### src/rtl/twia_pkg.sv
package twia_pkg;

  localparam int MAX_INTERVALS = 32;
  localparam int TIME_BITS     = 16;
  localparam int IDX_W         = $clog2(MAX_INTERVALS);
  localparam int CNT_W         = $clog2(MAX_INTERVALS + 1);
  localparam int UPC_W         = 4;

  typedef enum logic [3:0] {
    OP_NONE,
    OP_ACCEPT,
    OP_RD_KM1,
    OP_SHIFT,
    OP_PUT,
    OP_CLR_K,
    OP_RD_K,
    OP_ASSIGN,
    OP_EMIT,
    OP_EMIT_FAIL,
    OP_CLEAR
  } op_e;

  typedef enum logic [3:0] {
    C_NEVER,
    C_ALWAYS,
    C_NO_IN,
    C_FULL,
    C_K_ZERO,
    C_RD_LE,
    C_NOT_LAST,
    C_K_EQ_CNT,
    C_K_LT_CNT,
    C_FAIL,
    C_OUT_BLOCKED
  } cond_e;

  typedef struct packed {
    op_e              op;
    cond_e            cond;
    logic [UPC_W-1:0] target;
  } ctrl_t;

  typedef struct packed {
    logic no_in;
    logic full;
    logic k_zero;
    logic rd_le;
    logic not_last;
    logic k_eq_cnt;
    logic k_lt_cnt;
    logic fail;
    logic out_blocked;
  } flags_t;

  typedef struct packed {
    logic [TIME_BITS-1:0] start_time;
    logic [TIME_BITS-1:0] end_time;
    logic [IDX_W-1:0]     origin;
  } entry_t;

  localparam logic [UPC_W-1:0] S_WAIT      = 4'd0;
  localparam logic [UPC_W-1:0] S_FULL_CHK  = 4'd1;
  localparam logic [UPC_W-1:0] S_INS_RD    = 4'd2;
  localparam logic [UPC_W-1:0] S_INS_CMP   = 4'd3;
  localparam logic [UPC_W-1:0] S_INS_MOVE  = 4'd4;
  localparam logic [UPC_W-1:0] S_INS_PUT   = 4'd5;
  localparam logic [UPC_W-1:0] S_LAST_CHK  = 4'd6;
  localparam logic [UPC_W-1:0] S_AS_RD     = 4'd7;
  localparam logic [UPC_W-1:0] S_AS_DO     = 4'd8;
  localparam logic [UPC_W-1:0] S_AS_LOOP   = 4'd9;
  localparam logic [UPC_W-1:0] S_OUT_SETUP = 4'd10;
  localparam logic [UPC_W-1:0] S_OUT_EMIT  = 4'd11;
  localparam logic [UPC_W-1:0] S_OUT_LOOP  = 4'd12;
  localparam logic [UPC_W-1:0] S_OUT_DONE  = 4'd13;
  localparam logic [UPC_W-1:0] S_FAIL_EMIT = 4'd14;
  localparam logic [UPC_W-1:0] S_FAIL_DONE = 4'd15;

  function automatic ctrl_t ucode(input logic [UPC_W-1:0] upc);
    ctrl_t w;
    unique case (upc)
      S_WAIT:      w = '{OP_ACCEPT,    C_NO_IN,       S_WAIT};
      S_FULL_CHK:  w = '{OP_NONE,      C_FULL,        S_LAST_CHK};
      S_INS_RD:    w = '{OP_RD_KM1,    C_K_ZERO,      S_INS_PUT};
      S_INS_CMP:   w = '{OP_NONE,      C_RD_LE,       S_INS_PUT};
      S_INS_MOVE:  w = '{OP_SHIFT,     C_ALWAYS,      S_INS_RD};
      S_INS_PUT:   w = '{OP_PUT,       C_NEVER,       S_WAIT};
      S_LAST_CHK:  w = '{OP_CLR_K,     C_NOT_LAST,    S_WAIT};
      S_AS_RD:     w = '{OP_RD_K,      C_K_EQ_CNT,    S_OUT_SETUP};
      S_AS_DO:     w = '{OP_ASSIGN,    C_FAIL,        S_FAIL_EMIT};
      S_AS_LOOP:   w = '{OP_NONE,      C_ALWAYS,      S_AS_RD};
      S_OUT_SETUP: w = '{OP_CLR_K,     C_NEVER,       S_WAIT};
      S_OUT_EMIT:  w = '{OP_EMIT,      C_OUT_BLOCKED, S_OUT_EMIT};
      S_OUT_LOOP:  w = '{OP_NONE,      C_K_LT_CNT,    S_OUT_EMIT};
      S_OUT_DONE:  w = '{OP_CLEAR,     C_ALWAYS,      S_WAIT};
      S_FAIL_EMIT: w = '{OP_EMIT_FAIL, C_OUT_BLOCKED, S_FAIL_EMIT};
      S_FAIL_DONE: w = '{OP_CLEAR,     C_ALWAYS,      S_WAIT};
      default:     w = '{OP_NONE,      C_ALWAYS,      S_WAIT};
    endcase
    return w;
  endfunction

endpackage

### src/rtl/two_worker_interval_assigner_unit.sv
// Load: each interval is inserted in sorted order, shifting stored entries up one place.
// Solve: stored intervals are assigned in sorted order, then results are emitted while the output is not stalled.
// Entries move through the sorted store one at a time: read (S_INS_RD), compare (S_INS_CMP), write (S_INS_MOVE).
// Results leave through a one-entry output register.
// Reset (async, active low) empties the set and frees both workers; store unset.
module two_worker_interval_assigner_unit
  import twia_pkg::*;
(
  input  logic                 clk_i,
  input  logic                 rst_ni,
  input  logic                 in_valid_i,
  output logic                 in_stall_o,
  input  logic [TIME_BITS-1:0] start_time_i,
  input  logic [TIME_BITS-1:0] end_time_i,
  input  logic                 last_i,
  output logic                 out_valid_o,
  input  logic                 out_stall_i,
  output logic [IDX_W-1:0]     interval_index_o,
  output logic                 worker_o,
  output logic                 impossible_o,
  output logic                 last_result_o
);

  op_e    op;
  flags_t flags;

  entry_t store_mem [MAX_INTERVALS];
  entry_t rd_q;
  logic   rd_en;
  logic [IDX_W-1:0] rd_addr;
  logic   wr_en;
  logic [IDX_W-1:0] wr_addr;
  entry_t wr_data;

  logic [TIME_BITS-1:0] s_q, e_q;
  logic                 last_q;
  logic [CNT_W-1:0]     cnt_q, cnt_d;
  logic [CNT_W-1:0]     k_q, k_d;
  logic [TIME_BITS-1:0] busy0_q, busy0_d, busy1_q, busy1_d;
  logic [MAX_INTERVALS-1:0] asg_q;

  logic out_valid_q, out_valid_d;
  logic [IDX_W-1:0] out_idx_q;
  logic out_worker_q, out_imp_q, out_last_q;

  logic accept, out_free, fit0, fit1, emit, emit_fail;

  twia_seq u_seq (
    .clk_i   (clk_i),
    .rst_ni  (rst_ni),
    .flags_i (flags),
    .op_o    (op)
  );

  assign accept    = (op == OP_ACCEPT) && in_valid_i;
  assign in_stall_o = (op != OP_ACCEPT);
  assign out_free  = !out_valid_q || !out_stall_i;
  assign fit0      = busy0_q <= rd_q.start_time;
  assign fit1      = busy1_q <= rd_q.start_time;
  assign emit      = (op == OP_EMIT) && out_free;
  assign emit_fail = (op == OP_EMIT_FAIL) && out_free;

  always_comb begin
    flags.no_in       = !in_valid_i;
    flags.full        = (cnt_q == CNT_W'(MAX_INTERVALS));
    flags.k_zero      = (k_q == '0);
    flags.rd_le       = (rd_q.start_time != s_q) ? (rd_q.start_time < s_q)
                                                 : (rd_q.end_time <= e_q);
    flags.not_last    = !last_q;
    flags.k_eq_cnt    = (k_q == cnt_q);
    flags.k_lt_cnt    = (k_q < cnt_q);
    flags.fail        = !fit0 && !fit1;
    flags.out_blocked = !out_free;
  end

  always_comb begin
    rd_en   = (op == OP_RD_KM1) || (op == OP_RD_K);
    rd_addr = (op == OP_RD_KM1) ? IDX_W'(k_q - CNT_W'(1)) : k_q[IDX_W-1:0];
    wr_en   = (op == OP_SHIFT) || (op == OP_PUT);
    wr_addr = k_q[IDX_W-1:0];
    wr_data = (op == OP_SHIFT) ? rd_q : entry_t'{s_q, e_q, cnt_q[IDX_W-1:0]};
  end

  always_ff @(posedge clk_i) begin
    if (wr_en) begin
      store_mem[wr_addr] <= wr_data;
    end
    if (rd_en) begin
      rd_q <= store_mem[rd_addr];
    end
  end

  always_comb begin
    cnt_d   = cnt_q;
    k_d     = k_q;
    busy0_d = busy0_q;
    busy1_d = busy1_q;
    unique case (op)
      OP_ACCEPT: k_d = cnt_q;
      OP_SHIFT:  k_d = k_q - CNT_W'(1);
      OP_PUT:    cnt_d = cnt_q + CNT_W'(1);
      OP_CLR_K:  k_d = '0;
      OP_ASSIGN: begin
        k_d = k_q + CNT_W'(1);
        if (fit0) begin
          busy0_d = rd_q.end_time;
        end else if (fit1) begin
          busy1_d = rd_q.end_time;
        end
      end
      OP_EMIT: begin
        if (out_free) begin
          k_d = k_q + CNT_W'(1);
        end
      end
      OP_CLEAR: begin
        cnt_d   = '0;
        busy0_d = '0;
        busy1_d = '0;
      end
      default: begin
      end
    endcase
  end

  always_ff @(posedge clk_i or negedge rst_ni) begin
    if (!rst_ni) begin
      cnt_q   <= '0;
      k_q     <= '0;
      busy0_q <= '0;
      busy1_q <= '0;
    end else begin
      cnt_q   <= cnt_d;
      k_q     <= k_d;
      busy0_q <= busy0_d;
      busy1_q <= busy1_d;
    end
  end

  always_ff @(posedge clk_i) begin
    if (accept) begin
      s_q    <= start_time_i;
      e_q    <= end_time_i;
      last_q <= last_i;
    end
    if ((op == OP_ASSIGN) && (fit0 || fit1)) begin
      asg_q[rd_q.origin] <= !fit0;
    end
  end

  always_comb begin
    out_valid_d = out_valid_q;
    if (emit || emit_fail) begin
      out_valid_d = 1'b1;
    end else if (!out_stall_i) begin
      out_valid_d = 1'b0;
    end
  end

  always_ff @(posedge clk_i or negedge rst_ni) begin
    if (!rst_ni) begin
      out_valid_q <= 1'b0;
    end else begin
      out_valid_q <= out_valid_d;
    end
  end

  always_ff @(posedge clk_i) begin
    if (emit) begin
      out_idx_q    <= k_q[IDX_W-1:0];
      out_worker_q <= asg_q[k_q[IDX_W-1:0]];
      out_imp_q    <= 1'b0;
      out_last_q   <= (k_q + CNT_W'(1)) == cnt_q;
    end else if (emit_fail) begin
      out_idx_q    <= '0;
      out_worker_q <= 1'b0;
      out_imp_q    <= 1'b1;
      out_last_q   <= 1'b1;
    end
  end

  assign out_valid_o      = out_valid_q;
  assign interval_index_o = out_idx_q;
  assign worker_o         = out_worker_q;
  assign impossible_o     = out_imp_q;
  assign last_result_o    = out_last_q;

endmodule

### src/rtl/twia_seq.sv
module twia_seq
  import twia_pkg::*;
(
  input  logic   clk_i,
  input  logic   rst_ni,
  input  flags_t flags_i,
  output op_e    op_o
);

  logic [UPC_W-1:0] upc_q, upc_d;
  ctrl_t            word;
  logic             taken;

  assign word = ucode(upc_q);
  assign op_o = word.op;

  always_comb begin
    unique case (word.cond)
      C_NEVER:       taken = 1'b0;
      C_ALWAYS:      taken = 1'b1;
      C_NO_IN:       taken = flags_i.no_in;
      C_FULL:        taken = flags_i.full;
      C_K_ZERO:      taken = flags_i.k_zero;
      C_RD_LE:       taken = flags_i.rd_le;
      C_NOT_LAST:    taken = flags_i.not_last;
      C_K_EQ_CNT:    taken = flags_i.k_eq_cnt;
      C_K_LT_CNT:    taken = flags_i.k_lt_cnt;
      C_FAIL:        taken = flags_i.fail;
      C_OUT_BLOCKED: taken = flags_i.out_blocked;
      default:       taken = 1'b0;
    endcase
  end

  assign upc_d = taken ? word.target : upc_q + UPC_W'(1);

  always_ff @(posedge clk_i or negedge rst_ni) begin
    if (!rst_ni) begin
      upc_q <= S_WAIT;
    end else begin
      upc_q <= upc_d;
    end
  end

endmodule
### config.mk
export PLATFORM = sky130hd
export DESIGN_NAME = two_worker_interval_assigner_unit
export DESIGN_NICKNAME = d
export VERILOG_FILES = /design/src/rtl/twia_pkg.sv /design/src/rtl/two_worker_interval_assigner_unit.sv /design/src/rtl/twia_seq.sv
export SDC_FILE = /design/constraint.sdc
export NUM_CORES = 2
export LEC_CHECK = 0
export ABC_CLOCK_PERIOD_IN_PS = 7800
export BUFFER_PORTS_ARGS = -buffer_cell sky130_fd_sc_hd__buf_2
export CAP_MARGIN = 20
export CORE_ASPECT_RATIO = 2
export CORE_MARGIN = 1
export CORE_UTILIZATION = 55
export CTS_BUF_LIST = sky130_fd_sc_hd__clkbuf_8
export CTS_CLUSTER_SIZE = 8
export DETAILED_ROUTE_END_ITERATION = 16
export MAX_ROUTING_LAYER = met4
export PLACE_DENSITY_LB_ADDON = 0.2
export SYNTH_ARGS = -nofsm -noshare
export SYNTH_HDL_FRONTEND = slang
export SYNTH_SLANG_ARGS = --single-unit
### constraint.sdc
create_clock -name clk_i -period 7.8 [get_ports clk_i]
set_input_delay 0.78 -clock clk_i [delete_from_list [all_inputs] [get_ports clk_i]]
set_output_delay 0.78 -clock clk_i [all_outputs]
set_load 0.05 [all_outputs]
==> flow_metrics.tcl <==
set metrics [dict create \
    synth_top_area_cell "edfxtp_1" \
    drc_errors 0 \
    fin_crit_sh_pct 73.17 \
    irDropWorstVdd_mv 0.3597 \
    drtIter0Drc 4824 \
    final_layout_size_suffix_gt1_share_pct 16.69 \
    cp.arrival_ps 6360 \
    cp.required_ps 8450 \
    synth_area_leaders "edfxtp_1 64%, mux2i_1 3.9%, nand2_1 3.3%" \
    drv_slew 0 \
    ys_ff_latch 1343 \
    rsz0062_at_grt "no" \
    std_cell_rows 171 \
    synth_area_sq_um 60320 \
    start_kind "register" \
    cts-buffers-inserted 191 \
    grt-ovfl-total 0 \
    dieArea_sq_um 111100 \
    cts-root-buf "clkbuf_8" \
    utilization_pct 60.87 \
    clock-sinks 1343 \
    initial_utilization_pct 55.50 \
    critPathKind "reg -> reg" \
    gp_congestion 0.8928 \
    skew_ps 50.69 \
    antenna_found_initial 4 \
    instances_no_fill 5796 \
    hold_viol_final 0 \
    io_pins 47 \
    status "complete, no violations" \
    setup_viol 0 \
    grtUsageMet2_pct 56.33 \
    grt_pass1_vias 39300 \
    cts_tree "built" \
    syn_inst 4214 \
    cts_resized 0 \
    syn-mean-instance-area_sq_um 14.32 \
    relSlewSlack_pct 20.28 \
    synth_edf_count 1293 \
    synth_ff_type "edfxtp_1" \
    first_pass_iters 8 \
    syn-num-nets 4335 \
    core_area_sq_um 108700 \
    fin_nets 4443 \
    grtUsageMet3_pct 5.581 \
    ys_types 93 \
    tightest_slew_ps 1193 \
    power_mw 29.63 \
    pwr_density_cell_nw_per_um2 447.9 \
    drv_cap 0 \
    fin_setup_tns_ps 0 \
    grt_first_pass_wirelength_um 260900 \
    clk_path_buf_depth 3 \
    dp_cells 5472 \
    setup.worst_path.end_class "register" \
    yosysSeqAreaShare_pct 66.43 \
    cts.htree.levels 4 \
    clkTransAtPathRegs_ps 70 \
    die_width_um 236.2 \
    vias 39860 \
    wl_per_cell_um 31.62 \
    synth_common_cells "1,293 x edfxtp_1, 528 x nand2_1, 237 x mux2i_1" \
    avgViaCountPerCell 6.877 \
    clkLatencyLatePin_ps 930 \
    grt_usage_pct 33.80 \
    crit_fanout 47 \
    area_growth_pct 9.678 \
    met1_usage_pct 37.91 \
    cts_setup_buffers 0 \
    fmax_mhz 175.2 \
    dp_hpwl_um 106800 \
    yosys_warnings 0 \
    grt_max_degree 187 \
    synth_top_area_share_pct 64.36 \
    grt_most_used_layer "met2" \
    post-synth-top-count-cell "edfxtp_1" \
    p_leak_nw 22.83 \
    hold_path_class "in -> reg" \
    die_h_um 470.4 \
    async_reset_ff_share_pct 3.649 \
    port_buffers 46 \
    drtAntennaViolNets 0 \
    wirelength_um 183300 \
    min_period_ps 5707 \
]
==> layout make-up <==
type                            count  area [sq um]
Timing Repair Buffer              226          1886
Sequential cell                  1343         40080
Clock buffer                      195          2684
Multi-Input combinational cell   2451         18910
Tap cell                         1384          1732
Antenna cell                        2         5.005
Inverter                          109         411.6
Clock inverter                     86         451.7
Fill cell                        8139         42530
==> report_power, final <==
group          leakage [nW]  internal, mW  switching, mW
clock                  1.85          2.32           2.64
combinational          8.68          4.87           9.48
sequential             12.3          9.72          0.598
total                  22.8          16.9           12.7
==> placed cells by master, fill, tap and decap left out, types with 9 or more instances in the layout <==
cell / n
nand2b_1: 156
mux2_2: 50
o21ai_0: 57
buf_12: 10
a2111oi_2: 36
nor2b_1: 29
buf_8: 9
nand3_1: 86
dfrtp_1: 47
a21oi_1: 85
a211oi_1: 154
a31oi_1: 37
inv_1: 172
o22a_1: 69
nand4_1: 21
o2111ai_1: 36
buf_4: 125
o221a_2: 38
dlygate4sd3_1: 32
nor3_1: 11
o22ai_1: 42
nor2_1: 91
a21o_1: 16
o221ai_1: 81
clkbuf_8: 195
a22oi_1: 150
mux2i_1: 237
nand2_1: 528
mux4_2: 84
edfxtp_1: 1293
a311oi_1: 38
buf_2: 46
ha_1: 83
o21ai_2: 37
o221a_1: 30
xnor2_1: 15
nor2_4: 35
==> cell families (layout without fill, tap and decap cells) <==
logic type | count (synthesis) | count (layout) | synth area share [%]
adder cells (fa/ha/maj) | 84 | 84 | 1.742
other | 0 | 2 | 0
XOR/XNOR | 20 | 20 | 0.2904
flip-flops | 1343 | 1343 | 66.43
multiplexers | 375 | 375 | 8.102
AO/OA/AOI/OAI | 963 | 963 | 12.57
buffers and inverters | 420 | 616 | 3.109
AND/OR/NAND/NOR | 1009 | 1009 | 7.753
==> stage by stage <==
step / hold slack, ps / setup WS (ps) / area (sq um)
after floorplan: 484.4 / 3187 / 60320
after global placement: 476.8 / 2336 / 62500
after global routing: 35.88 / 1918 / 66160
after detailed placement: 484.6 / 2284 / 62560
after CTS: 2.327 / 2245 / 66020
final: 67.76 / 2093 / 66160
==> sequential cells by signal, summed over array words and instances (netlist names) <==
register          cells
impossible_o          1
rd_q                 37
asg_q                32
cnt_q                 6
e_q                  16
busy1_q              16
last_q                1
busy0_q              16
u_seq.upc_q           4
k_q                   6
last_result_o         1
s_q                  16
store_mem          1184
interval_index_o      5
out_valid_o           1
worker_o              1
==> per-layer routing <==
metal	vias up	wire, um
met1	20020	62810
met3	727	15120
met4	0	12500
li1	16730	-
met2	2386	92860
met5	-	0
==> worst max-delay path, stage by stage, from the launching register on <==
cell	delay [ps]
dfrtp_1	560
inv_1	270
ha_1	480
nand2b_1	280
o21a_4	510
buf_4	460
a21oi_1	290
a2bb2o_4	710
buf_12	440
o2111ai_1	340
a2111oi_2	640
a31oi_1	110
o221a_1	270
==> worst paths after layout <==
check | from | endpoint | slack [ps] | cells past startpoint
worst max-delay path | u_seq.upc_q[0] | rd_q[25] | 2090 | 12
worst min-delay path | end_time_i[12] | e_q[12] | 70 | 1
worst max register to register | u_seq.upc_q[0] | rd_q[25] | 2090 | 12
worst min register to register | impossible_o | impossible_o | 500 | 2
max in group asynchronous | rst_ni | k_q[3] | 6700 | 3
min in group asynchronous | rst_ni | out_valid_o | 500 | 3
==> what timing repair did <==
action | CTS | global route
hold endpoints to repair | 52 | 0
hold buffers | 32 | 0
endpoints found under the setup margin | 0 | 0
Power figures use the tool's default switching activity.
